[config.mk]
export PLATFORM = sky130hd
export DESIGN_NAME = least_loaded_range_dispatch_flat
export DESIGN_NICKNAME = d
export VERILOG_FILES = /design/src/hw/rtl/lld_pkg.sv /design/src/hw/rtl/lld_if.sv /design/src/hw/rtl/lld_cell.sv /design/src/hw/rtl/least_loaded_range_dispatch.sv /design/src/flat_wrapper.sv
export SDC_FILE = /design/constraint.sdc
export NUM_CORES = 1
export LEC_CHECK = 0
export ABC_AREA = 1
export BUFFER_PORTS_ARGS = -buffer_cell sky130_fd_sc_hd__buf_2
export CAP_MARGIN = 30
export CORE_MARGIN = 8
export CORE_UTILIZATION = 55
export DETAILED_ROUTE_END_ITERATION = 12
export PLACE_DENSITY = 0.77
export SKIP_LAST_GASP = 1
export SYNTH_ARGS = -nofsm -noshare
export SYNTH_HDL_FRONTEND = slang
export SYNTH_SLANG_ARGS = --single-unit
[constraint.sdc]
create_clock -name clk_i -period 6.9 [get_ports clk_i]
set_input_delay 1.38 -clock clk_i [delete_from_list [all_inputs] [get_ports clk_i]]
set_output_delay 1.38 -clock clk_i [all_outputs]
set_load 0.02 [all_outputs]
[src/hw/rtl/lld_pkg.sv]
// shared types and constants for the least-loaded range dispatcher
// no dependencies; compiled first

package lld_pkg;

  localparam int ELEVATORS_DEF = 8;
  localparam int LOAD_BITS_DEF = 16;

  localparam int FLOOR_W    = 8;
  localparam int IDX_W      = 3;
  localparam int TIE_W      = 4;
  localparam int MAX_TIED   = 8;
  localparam int ROT_W      = 32;
  localparam int COUNT_W    = 4;
  localparam int CFG_IDX_W  = 2;
  localparam int CFG_DATA_W = 64;

  // configuration register indexes
  localparam logic [CFG_IDX_W-1:0] REG_LOWEST  = 2'd0;
  localparam logic [CFG_IDX_W-1:0] REG_HIGHEST = 2'd1;
  localparam logic [CFG_IDX_W-1:0] REG_COUNT   = 2'd2;

  typedef enum logic {
    MODE_SCAN,
    MODE_SELECT
  } lld_mode_e;

  // token handed from cell to cell
  typedef struct packed {
    logic                  vld;
    lld_mode_e             mode;
    logic                  any;
    logic [TIE_W-1:0]      ntied;
    logic [IDX_W-1:0]      k;
    logic                  hit;
    logic [IDX_W-1:0]      win;
  } lld_rec_t;

endpackage

[src/hw/rtl/lld_if.sv]
// request and result channel interfaces
// depends on lld_pkg

interface lld_req_if;
  import lld_pkg::*;

  logic               valid;
  logic               ready;
  logic [FLOOR_W-1:0] board_floor;
  logic [FLOOR_W-1:0] exit_floor;

  modport source (output valid, output board_floor, output exit_floor, input ready);
  modport sink   (input valid, input board_floor, input exit_floor, output ready);
endinterface

interface lld_rsp_if;
  import lld_pkg::*;

  logic             valid;
  logic             ready;
  logic             found;
  logic [IDX_W-1:0] chosen_elevator;

  modport source (output valid, output found, output chosen_elevator, input ready);
  modport sink   (input valid, input found, input chosen_elevator, output ready);
endinterface

[src/hw/rtl/lld_cell.sv]
// one elevator cell: holds its load count, checks range, updates the token
// depends on lld_pkg

module lld_cell #(
  parameter int LOAD_BITS = lld_pkg::LOAD_BITS_DEF,
  parameter int IDX       = 0
) (
  input  logic                      clk_i,
  input  logic                      rst_ni,
  input  logic                      en_i,
  input  logic [lld_pkg::FLOOR_W-1:0] lo_i,
  input  logic [lld_pkg::FLOOR_W-1:0] hi_i,
  input  logic [lld_pkg::FLOOR_W-1:0] start_i,
  input  logic [lld_pkg::FLOOR_W-1:0] end_i,
  input  lld_pkg::lld_rec_t         rec_i,
  input  logic [LOAD_BITS-1:0]      min_i,
  output lld_pkg::lld_rec_t         rec_o,
  output logic [LOAD_BITS-1:0]      min_o
);
  import lld_pkg::*;

  localparam logic [LOAD_BITS-1:0] LoadMax = '1;

  lld_rec_t             rec_d, rec_q;
  logic [LOAD_BITS-1:0] min_d, min_q;
  logic [LOAD_BITS-1:0] load_d, load_q;
  logic                 elig;

  assign elig = en_i && (start_i >= lo_i) && (start_i <= hi_i)
                && (end_i >= lo_i) && (end_i <= hi_i);

  always_comb begin
    rec_d  = rec_i;
    min_d  = min_i;
    load_d = load_q;
    if (rec_i.vld && elig) begin
      case (rec_i.mode)
        MODE_SCAN: begin
          if (!rec_i.any || (load_q < min_i)) begin
            rec_d.any   = 1'b1;
            rec_d.ntied = TIE_W'(1);
            min_d       = load_q;
          end else if (load_q == min_i) begin
            rec_d.ntied = rec_i.ntied + TIE_W'(1);
          end
        end
        MODE_SELECT: begin
          if (!rec_i.hit && (load_q == min_i)) begin
            if (rec_i.k == '0) begin
              rec_d.hit = 1'b1;
              rec_d.win = IDX_W'(IDX);
              if (load_q != LoadMax) begin
                load_d = load_q + LOAD_BITS'(1);
              end
            end else begin
              rec_d.k = rec_i.k - IDX_W'(1);
            end
          end
        end
        default: begin
          rec_d = rec_i;
        end
      endcase
    end
  end

  always_ff @(posedge clk_i or negedge rst_ni) begin
    if (!rst_ni) begin
      rec_q  <= '0;
      load_q <= '0;
    end else begin
      rec_q  <= rec_d;
      load_q <= load_d;
    end
  end

  always_ff @(posedge clk_i) begin
    min_q <= min_d;
  end

  assign rec_o = rec_q;
  assign min_o = min_q;

endmodule

[src/hw/rtl/least_loaded_range_dispatch.sv]
// least-loaded range dispatcher, top level
// depends on lld_pkg, lld_req_if, lld_rsp_if and lld_cell
//
// - req_i carries one passenger request word (boarding and leaving floor); rsp_o returns
//   one result word per request: found and the chosen elevator (0 when nothing fits)
// - configuration: write enable, register index (0 lowest floors, 1 highest floors,
//   2 elevator count) and 64-bit data; writes to index 3 are dropped; write only idle
// - a row of ELEVATORS cells, one per elevator, each holding its load count; a token
//   walks down the row one cell per cycle in two passes: the first finds the least
//   load and how many eligible elevators share it, the second picks the tied elevator
//   given by the rotation count and bumps its load
// - the rotation modulo comes from small residue counters, one per possible tie size
// - a request runs the scan pass, then the select pass when an elevator is found, then
//   the result state, from which the result word moves into the output register; a
//   new request is taken only once the sequencer is back in idle after that
// - the output register lets the next request be taken while a result still waits;
//   a second result waits in the sequencer until the receiver takes the first
// - reset clears all loads, the rotation count and the floor ranges, and sets the
//   elevator count to one

module least_loaded_range_dispatch #(
  parameter int ELEVATORS = lld_pkg::ELEVATORS_DEF,
  parameter int LOAD_BITS = lld_pkg::LOAD_BITS_DEF
) (
  input  logic                          clk_i,
  input  logic                          rst_ni,
  input  logic                          cfg_we_i,
  input  logic [lld_pkg::CFG_IDX_W-1:0]  cfg_idx_i,
  input  logic [lld_pkg::CFG_DATA_W-1:0] cfg_data_i,
  lld_req_if.sink                       req_i,
  lld_rsp_if.source                     rsp_o
);
  import lld_pkg::*;

  typedef enum logic [1:0] {
    ST_IDLE,
    ST_SCAN,
    ST_SELECT,
    ST_RESULT
  } state_e;

  // configuration registers
  logic [CFG_DATA_W-1:0] lowest_q;
  logic [CFG_DATA_W-1:0] highest_q;
  logic [COUNT_W-1:0]    count_q;

  always_ff @(posedge clk_i or negedge rst_ni) begin
    if (!rst_ni) begin
      lowest_q  <= '0;
      highest_q <= '0;
      count_q   <= COUNT_W'(1);
    end else if (cfg_we_i) begin
      case (cfg_idx_i)
        REG_LOWEST:  lowest_q  <= cfg_data_i;
        REG_HIGHEST: highest_q <= cfg_data_i;
        REG_COUNT:   count_q   <= cfg_data_i[COUNT_W-1:0];
        default:     ;
      endcase
    end
  end

  // sequencer state
  state_e               state_q;
  logic [FLOOR_W-1:0]   start_q, end_q;
  lld_rec_t             seed_q;
  logic [LOAD_BITS-1:0] seed_min_q;
  logic                 res_found_q;
  logic [IDX_W-1:0]     res_win_q;
  logic                 rsp_vld_q;
  logic                 rsp_found_q;
  logic [IDX_W-1:0]     rsp_win_q;
  logic [ROT_W-1:0]     rot_q;
  logic [IDX_W-1:0]     res_q [MAX_TIED];

  // cell row
  lld_rec_t             rec_chain [ELEVATORS+1];
  logic [LOAD_BITS-1:0] min_chain [ELEVATORS+1];
  lld_rec_t             tail;
  logic [IDX_W-1:0]     pick;

  // tokens that start each pass
  lld_rec_t             scan_seed;
  lld_rec_t             select_seed;
  logic                 rsp_load;

  assign rec_chain[0] = seed_q;
  assign min_chain[0] = seed_min_q;
  assign tail         = rec_chain[ELEVATORS];

  for (genvar i = 0; i < ELEVATORS; i++) begin : g_cell
    lld_cell #(
      .LOAD_BITS (LOAD_BITS),
      .IDX       (i)
    ) u_cell (
      .clk_i   (clk_i),
      .rst_ni  (rst_ni),
      .en_i    (COUNT_W'(i) < count_q),
      .lo_i    (lowest_q[FLOOR_W*i +: FLOOR_W]),
      .hi_i    (highest_q[FLOOR_W*i +: FLOOR_W]),
      .start_i (start_q),
      .end_i   (end_q),
      .rec_i   (rec_chain[i]),
      .min_i   (min_chain[i]),
      .rec_o   (rec_chain[i+1]),
      .min_o   (min_chain[i+1])
    );
  end

  // rotation count modulo the tie size
  assign pick = res_q[IDX_W'(tail.ntied - TIE_W'(1))];

  always_comb begin
    scan_seed         = '0;
    scan_seed.vld     = 1'b1;
    scan_seed.mode    = MODE_SCAN;
    select_seed       = '0;
    select_seed.vld   = 1'b1;
    select_seed.mode  = MODE_SELECT;
    select_seed.any   = 1'b1;
    select_seed.ntied = tail.ntied;
    select_seed.k     = pick;
  end

  // finished result moves into the output register when that is free or being taken
  assign rsp_load = (state_q == ST_RESULT) && (!rsp_vld_q || rsp_o.ready);

  assign req_i.ready = (state_q == ST_IDLE);

  always_ff @(posedge clk_i or negedge rst_ni) begin
    if (!rst_ni) begin
      state_q   <= ST_IDLE;
      seed_q    <= '0;
      rsp_vld_q <= 1'b0;
      rot_q     <= '0;
      for (int n = 0; n < MAX_TIED; n++) begin
        res_q[n] <= '0;
      end
    end else begin
      if (rsp_vld_q && rsp_o.ready && !rsp_load) begin
        rsp_vld_q <= 1'b0;
      end
      case (state_q)
        ST_IDLE: begin
          if (req_i.valid) begin
            start_q <= req_i.board_floor;
            end_q   <= req_i.exit_floor;
            seed_q  <= scan_seed;
            state_q <= ST_SCAN;
          end
        end
        ST_SCAN: begin
          if (tail.vld && tail.any) begin
            seed_q     <= select_seed;
            seed_min_q <= min_chain[ELEVATORS];
            state_q    <= ST_SELECT;
          end else begin
            seed_q.vld <= 1'b0;
            if (tail.vld) begin
              res_found_q <= 1'b0;
              res_win_q   <= '0;
              state_q     <= ST_RESULT;
            end
          end
        end
        ST_SELECT: begin
          seed_q.vld <= 1'b0;
          if (tail.vld) begin
            res_found_q <= 1'b1;
            res_win_q   <= tail.win;
            rot_q       <= rot_q + ROT_W'(1);
            // residue n-1 tracks the rotation count modulo n; all clear on wrap
            for (int n = 0; n < MAX_TIED; n++) begin
              if ((rot_q == '1) || (res_q[n] == IDX_W'(n))) begin
                res_q[n] <= '0;
              end else begin
                res_q[n] <= res_q[n] + IDX_W'(1);
              end
            end
            state_q <= ST_RESULT;
          end
        end
        ST_RESULT: begin
          if (rsp_load) begin
            rsp_vld_q   <= 1'b1;
            rsp_found_q <= res_found_q;
            rsp_win_q   <= res_win_q;
            state_q     <= ST_IDLE;
          end
        end
        default: begin
          state_q <= ST_IDLE;
        end
      endcase
    end
  end

  assign rsp_o.valid           = rsp_vld_q;
  assign rsp_o.found           = rsp_found_q;
  assign rsp_o.chosen_elevator = rsp_win_q;

endmodule

[src/flat_wrapper.sv]
// flat-port wrapper written by rule: the top's interface ports become plain ports
module least_loaded_range_dispatch_flat import lld_pkg::*;
#(
  parameter int ELEVATORS = lld_pkg::ELEVATORS_DEF,
  parameter int LOAD_BITS = lld_pkg::LOAD_BITS_DEF
)
  (clk_i, rst_ni, cfg_we_i, cfg_idx_i, cfg_data_i, req_i_valid, req_i_board_floor, req_i_exit_floor, req_i_ready, rsp_o_valid, rsp_o_found, rsp_o_chosen_elevator, rsp_o_ready);
  lld_req_if req_i_i ();
  lld_rsp_if rsp_o_i ();
  input  logic clk_i;
  input  logic rst_ni;
  input  logic cfg_we_i;
  input  logic [lld_pkg::CFG_IDX_W-1:0] cfg_idx_i;
  input  logic [lld_pkg::CFG_DATA_W-1:0] cfg_data_i;
  input wire logic [$bits(req_i_i.valid)-1:0] req_i_valid;
  input wire logic [$bits(req_i_i.board_floor)-1:0] req_i_board_floor;
  input wire logic [$bits(req_i_i.exit_floor)-1:0] req_i_exit_floor;
  output wire logic [$bits(req_i_i.ready)-1:0] req_i_ready;
  output wire logic [$bits(rsp_o_i.valid)-1:0] rsp_o_valid;
  output wire logic [$bits(rsp_o_i.found)-1:0] rsp_o_found;
  output wire logic [$bits(rsp_o_i.chosen_elevator)-1:0] rsp_o_chosen_elevator;
  input wire logic [$bits(rsp_o_i.ready)-1:0] rsp_o_ready;
  assign req_i_i.valid = req_i_valid;
  assign req_i_i.board_floor = req_i_board_floor;
  assign req_i_i.exit_floor = req_i_exit_floor;
  assign req_i_ready = req_i_i.ready;
  assign rsp_o_valid = rsp_o_i.valid;
  assign rsp_o_found = rsp_o_i.found;
  assign rsp_o_chosen_elevator = rsp_o_i.chosen_elevator;
  assign rsp_o_i.ready = rsp_o_ready;
  least_loaded_range_dispatch #(.ELEVATORS(ELEVATORS), .LOAD_BITS(LOAD_BITS)) u_core (.clk_i(clk_i), .rst_ni(rst_ni), .cfg_we_i(cfg_we_i), .cfg_idx_i(cfg_idx_i), .cfg_data_i(cfg_data_i), .req_i(req_i_i), .rsp_o(rsp_o_i));
endmodule
==> results of run 1 <==
==> cell usage after synthesis, drive strengths merged (36+ instances only) <==
cell / count
nand3: 237
a21oi: 160
ha: 415
xnor2: 36
nand4: 192
dfxtp: 128
xor2: 77
dfrtp: 418
nor2: 309
buf: 46
o21ai: 313
inv: 696
nor3: 65
nand2: 1287
clkbuf: 53
edfxtp: 40
==> per-layer routing <==
layer / wire [µm] / up-vias / GRT usage (%)
met5: 23 / - / 0
met4: 2828 / 4 / 8.101
met1: 41080 / 13910 / 32.82
li1: - / 15130 / -
met3: 4762 / 185 / 3.590
met2: 39140 / 857 / 36.98
==> worst min-delay path by stage <==
stage / start / to / slack (ps) / cells past startpoint
global route: u_core.g_cell[3].u_cell.rec_o[13] / u_core.g_cell[4].u_cell.rec_o[13] / 380 / 0
global placement: u_core.g_cell[1].u_cell.rec_o[13] / u_core.g_cell[2].u_cell.rec_o[13] / 360 / 0
floorplan: u_core.g_cell[5].u_cell.rec_o[12] / u_core.g_cell[6].u_cell.rec_o[12] / 350 / 0
detailed placement: u_core.g_cell[3].u_cell.rec_o[13] / u_core.g_cell[4].u_cell.rec_o[13] / 370 / 0
finish: u_core.g_cell[3].u_cell.rec_o[13] / u_core.g_cell[4].u_cell.rec_o[13] / 370 / 0
CTS: u_core.g_cell[3].u_cell.rec_o[13] / u_core.g_cell[4].u_cell.rec_o[13] / 370 / 0
==> cell families after synthesis <==
group | share of synthesized area (%)
AND/OR/NAND/NOR | 25.95
XOR/XNOR | 2.768
AO/OA/AOI/OAI | 8.164
buffers and inverters | 8.542
multiplexers | 0.1960
adder cells (fa/ha/maj) | 14.52
flip-flops | 39.86
==> final cells by class <==
type	instances	area (µm²)
Tap cell	855	1070
Fill cell	5572	25090
Clock inverter	32	302.8
Sequential cell	587	14250
Multi-Input combinational cell	3219	18480
Clock buffer	88	1868
Inverter	698	2620
Timing Repair Buffer	110	665.6
==> per-stage QoR <==
stage	hold slack, ps	total power, µW
after global placement	359.9	7074
after CTS	373.2	10760
after floorplan	348.7	6368
final	371.5	10720
after detailed placement	365.1	7184
after global routing	379.9	11400
==> critical path, delay by kind of cell, from the launching register on <==
family | cells | cell delay (ps)
simple gates | 7 | 1440
compound gates | 2 | 640
flops | 1 | 980
fa+ha+maj | 1 | 400
==> state kept, by name (all words and copies together), names as in the netlist, 8 cells and up <==
signal / count
u_core.end_q: 8
u_core.g_cell.u_cell.load_q: 128
u_core.g_cell.u_cell.min_o: 128
u_core.g_cell.u_cell.rec_o: 92
u_core.highest_q: 64
u_core.lowest_q: 64
u_core.rec_chain: 8
u_core.res_q: 24
u_core.rot_q: 32
u_core.seed_min_q: 16
u_core.start_q: 8
==> where the power goes <==
part / total [µW] / switching [µW] / internal (µW)
clock network: 3530 / 1460 / 2070
registers: 4570 / 551 / 4020
logic: 2620 / 1680 / 940
==> flow_metrics.env, run 1 <==
export IMPL_status="complete, no violations"
export IMPL_max_freq_mhz=278.5
export IMPL_rsz0062_at_grt="false"
export IMPL_syn_nets=5105
export IMPL_p_leak_uw=0.02034
export IMPL_port_buffers=92
export IMPL_power_density_mw_per_mm2=273.2
export IMPL_worst_setup_path_end_kind="register"
export IMPL_h_tree_depth=3
export IMPL_cp_required_ps=7380
export IMPL_final_antenna_net_count=0
export IMPL_place_ws_ps=3374
export IMPL_die_area_mm2=0.07342
export IMPL_synthArstFlopShare_pct=71.38
export IMPL_crit_slowest_cell="edfxtp_1"
export IMPL_layout_commonest_cell="nand2_1"
export IMPL_min_path_type="register to register"
export IMPL_skew_ps=28.42
export IMPL_setup_viol=0
export IMPL_routed_wl_um=87830
export IMPL_drt_iter0_drc=2730
export IMPL_crit_start="u_core.start_q[5]"
export IMPL_cpPeakStageDelay_ps=980
export IMPL_cp_endpoint="u_core.g_cell[2].u_cell.min_o[11]"
export IMPL_grt_pass1_wl_um=143500
export IMPL_r2r_end="u_core.g_cell[2].u_cell.min_o[11]"
export IMPL_grt_usage_pct=23.50
export IMPL_worstSetupPathType="register to register"
export IMPL_yosysTopAreaCellShare_pct=29.26
export IMPL_cp_cell_sequence="ha_1, a21oi_1, nor2_1, nor2_1, nand2_1, nand2_1, nand4_2, nor2_2, nand2_1, o21ai_0"
export IMPL_antenna_cells=0
export IMPL_vias=30090
export IMPL_cts_tree="yes"
export IMPL_dr_pass1_iters=6
export IMPL_final_util_pct=61.00
export IMPL_postCtsSetupRepairBufs=0
export IMPL_core_area_mm2=0.06435
export IMPL_yosys_top_cells_area="dfrtp_1, ha_1, nand2_1, inv_1, dfxtp_1"
export IMPL_synth_edf_count=40
export IMPL_initial_core_util_pct=55.56
export IMPL_synthFlopType="dfrtp_1"
export IMPL_synth_seq_area_share_pct=39.86
export IMPL_final_cell_mix="nand2_1, inv_1, dfrtp_1, ha_1, o21ai_0"
export IMPL_die_x_um=271.0
export IMPL_clockBufferDepth=3
export IMPL_netlist_instances=4603
export IMPL_fp_dieH_um=271.0
export IMPL_cp_max_fo=30
export IMPL_cts_root_buf="clkbuf_16"
export IMPL_clock_sinks=587
export IMPL_clk_latency_ps=610
export IMPL_vias_per_cell=5.384
export IMPL_r2r_setup_slack_ps=3310
export IMPL_max_slew_worst_pin_slew_ps=1087
export IMPL_rows=93
export IMPL_syn_area_mm2=0.03575
export IMPL_drv_slew=0
export IMPL_fin_tns_setup_ps=0
export IMPL_maxCapViolations=0
export IMPL_drc=0
export IMPL_antenna_found_initial=3
export IMPL_hold_viol=0
export IMPL_period_needed_ps=3591
export IMPL_synth_top_area_cell="dfrtp_1"
export IMPL_ctsResizeCount=0
export IMPL_hold_buffers=0
export IMPL_timing_rr_start="u_core.start_q[5]"
export IMPL_grt_pass1_vias=28190
export IMPL_fin_nets=5184
export IMPL_worst_path_most_repeated_cell="nand2_1"
export IMPL_io_pin_count=93
export IMPL_synth_ff_latch_count=587
export IMPL_irDropWorstVdd_uv=146.6
export IMPL_synth_cell_types=54
export IMPL_dp_cells=5468
export IMPL_slew_headroom_pct=27.52
export IMPL_gp_congestion=0.9128
export IMPL_worstPathArrival_ps=4070
export IMPL_r2r_cells=10
export IMPL_grt_overflow=0
export IMPL_dpl_hpwl_um=63660
export IMPL_avgSynthCellArea_um2=7.768
export IMPL_drive_above_1_share_pct=6.147
export IMPL_areaGrowthSynthToFinish_pct=9.788
export IMPL_instances_no_fill=5589
export IMPL_wl_per_cell_um=15.71
export IMPL_path_clk_slew_ps=60
export IMPL_grt_max_degree=150
export IMPL_placed_cell_area_mm2=0.03707
export IMPL_start_kind="register"
export IMPL_yosys_warnings=0
export IMPL_final_area_mm2=0.03925
export IMPL_setup_ws_ps=3309
export IMPL_cts_buffers=66
export IMPL_post_route_period_util_pct=52.04
No activity file was read; power rests on OpenSTA's default activity.
==> run 2, diff against run 1 <==
==> constraint.sdc (replaced) <==
create_clock -name clk_i -period 3.55 [get_ports clk_i]
set_input_delay 0.71 -clock clk_i [delete_from_list [all_inputs] [get_ports clk_i]]
set_output_delay 0.71 -clock clk_i [all_outputs]
set_load 0.02 [all_outputs]
==> run 2 against run 1 <==
- via count is 0.60% higher
- cell count is 0.52% higher
- sequential share of layout area is 0.20 points lower
- sequential power is 92% higher
- non-clock buffer count is 33 higher
- wire length is 0.22% lower
- critical path depth is 1 higher
- total power is 95% higher
- worst setup slack worse by 2900 ps
- global-route usage is 0.060 points higher
==> flow_metrics.env, run 2 (synthesis results as in run 1) <==
export IMPL_cts_buffers=61
export IMPL_drive_above_1_share_pct=6.886
export IMPL_clockBufferDepth=3
export IMPL_drc=0
export IMPL_post_route_period_util_pct=89.35
export IMPL_grt_busiest_layer="met2"
export IMPL_wl_per_cell_um=15.60
export IMPL_rsz0062_at_grt="false"
export IMPL_fp_dieH_um=271.0
export IMPL_areaGrowthSynthToFinish_pct=10.41
export IMPL_core_area_mm2=0.06435
export IMPL_met3_usage_pct=2.682
export IMPL_timing_rr_start="u_core.start_q[3]"
export IMPL_max_slew_worst_pin_slew_ps=846.1
export IMPL_skew_ps=20.70
export IMPL_use_met2_pct=37.96
export IMPL_clock_power_share_pct=32.6
export IMPL_drt_iter0_drc=2378
export IMPL_h_tree_depth=2
export IMPL_gp_congestion=0.9069
export IMPL_cts_tree="yes"
export IMPL_dr_pass1_iters=7
export IMPL_hold_end="u_core.start_q[7]"
export IMPL_switching_share_pct=34.33
export IMPL_dpl_hpwl_um=65080
export IMPL_antenna_cells=0
export IMPL_grt_pass1_vias=28830
export IMPL_worstPathArrival_ps=3720
export IMPL_vias=30270
export IMPL_start_kind="register"
export IMPL_die_area_mm2=0.07342
export IMPL_power_frac_seq_pct=42.2
export IMPL_port_buffers=92
export IMPL_r2r_cells=11
export IMPL_vias_per_cell=5.389
export IMPL_final_antenna_net_count=0
export IMPL_fin_tns_setup_ps=0
export IMPL_power_density_mw_per_mm2=528.4
export IMPL_hold_viol=0
export IMPL_instances_no_fill=5618
export IMPL_dp_cells=5498
export IMPL_fin_nets=5212
export IMPL_min_path_type="input port to register"
export IMPL_rows=93
export IMPL_cp_max_fo=30
export IMPL_path_clk_slew_ps=60
export IMPL_worst_setup_path_end_kind="register"
export IMPL_period_needed_ps=3172
export IMPL_drv_slew=0
export IMPL_worstSetupPathType="register to register"
export IMPL_setup_viol=0
export IMPL_clock_sinks=587
export IMPL_cp_required_ps=4100
export IMPL_antenna_found_initial=0
export IMPL_clk_latency_ps=640
export IMPL_layout_commonest_cell="nand2_1"
export IMPL_slew_headroom_pct=43.59
export IMPL_grt_max_degree=148
export IMPL_internal_power_uw=13700
export IMPL_max_freq_mhz=315.2
export IMPL_grt_overflow=0
export IMPL_initial_core_util_pct=55.56
export IMPL_final_util_pct=61.35
export IMPL_status="complete, no violations"
export IMPL_grt_usage_pct=23.56
export IMPL_min_from="req_i_board_floor[7]"
export IMPL_maxCapViolations=0
export IMPL_power_net_switching_uw=7160
export IMPL_cts_root_buf="clkbuf_16"
export IMPL_p_leak_uw=0.02051
export IMPL_grt_util_met1_pct=32.53
export IMPL_die_x_um=271.0
export IMPL_final_cell_mix="nand2_1, inv_1, dfrtp_1, ha_1, o21ai_0"
export IMPL_p_comb_share_pct=25.2
export IMPL_irDropWorstVdd_uv=376.4
export IMPL_whs_path_depth=1
export IMPL_routed_wl_um=87630
export IMPL_grt_pass1_wl_um=145300
export IMPL_r2r_end="u_core.g_cell[5].u_cell.min_o[8]"
export IMPL_r2r_setup_slack_ps=380
export IMPL_io_pin_count=93
## run 2: repair_timing
| item | CTS | global route |
|---|---|---|
| endpoints found under the hold margin | 39 | 0 |
| setup endpoints to repair | 0 | 3 |
| gates resized for setup | 0 | 0 |
| setup buffers | 0 | 3 |
| hold buffers | 1 | 0 |
## run 2: layout make-up
type,count,area (µm²)
sequential,587,14250
multi-input combinational,3219,18480
tap,855,1070
timing repair buffer,143,909.6
fill,5561,24870
clock buffer,76,1739
inverter,698,2620
clock inverter,40,409.1
## run 2: metal layers
layer	vias up	wire length, µm
li1	15210	-
met1	14100	40830
met2	789	39470
met3	178	4198
met4	0	3129
met5	-	0
## run 2: critical path: stages (launching register included)
cell and delay, ps:
edfxtp_1 730, ha_1 460, nand2_1 70, nor2_1 100, nor2_1 40, nand2_1 50, nand2_1 50, a21oi_1 160
nand4_2 270, nor2_4 260, nand2_1 490, o21ai_0 380
## run 2: per-stage QoR
step,power [µW],hold WS [ps],setup WS [ps],instance area (µm²)
floorplan,12380,348.7,1262,35750
global placement,13830,356.6,512.8,37270
detailed placement,14040,360.4,392.3,37280
CTS,20930,218.6,338.9,39440
global route,22220,228.8,76.29,39480
finish,20860,253.7,377.9,39480
## run 2: how the worst max path moves through the flow
stage,slack (ps),start,to,cells after the start
finish,380,u_core.start_q[3],u_core.g_cell[5].u_cell.min_o[8],11
CTS,340,u_core.end_q[1],u_core.g_cell[5].u_cell.min_o[8],12
floorplan,1260,u_core.start_q[3],u_core.g_cell[3].u_cell.rec_o[4],13
detailed placement,390,u_core.end_q[1],u_core.g_cell[5].u_cell.min_o[7],12
global route,80,u_core.start_q[3],u_core.g_cell[5].u_cell.min_o[7],10
global placement,510,u_core.end_q[1],u_core.g_cell[5].u_cell.min_o[13],13
## run 2: power groups by stage
stage	Clock [µW]	Sequential (µW)	Combinational, µW
after floorplan	0	8470	3910
after global placement	0	8860	4970
after detailed placement	0	8860	5170
after CTS	6920	8770	5240
after global routing	7190	8910	6130
final	6800	8790	5260
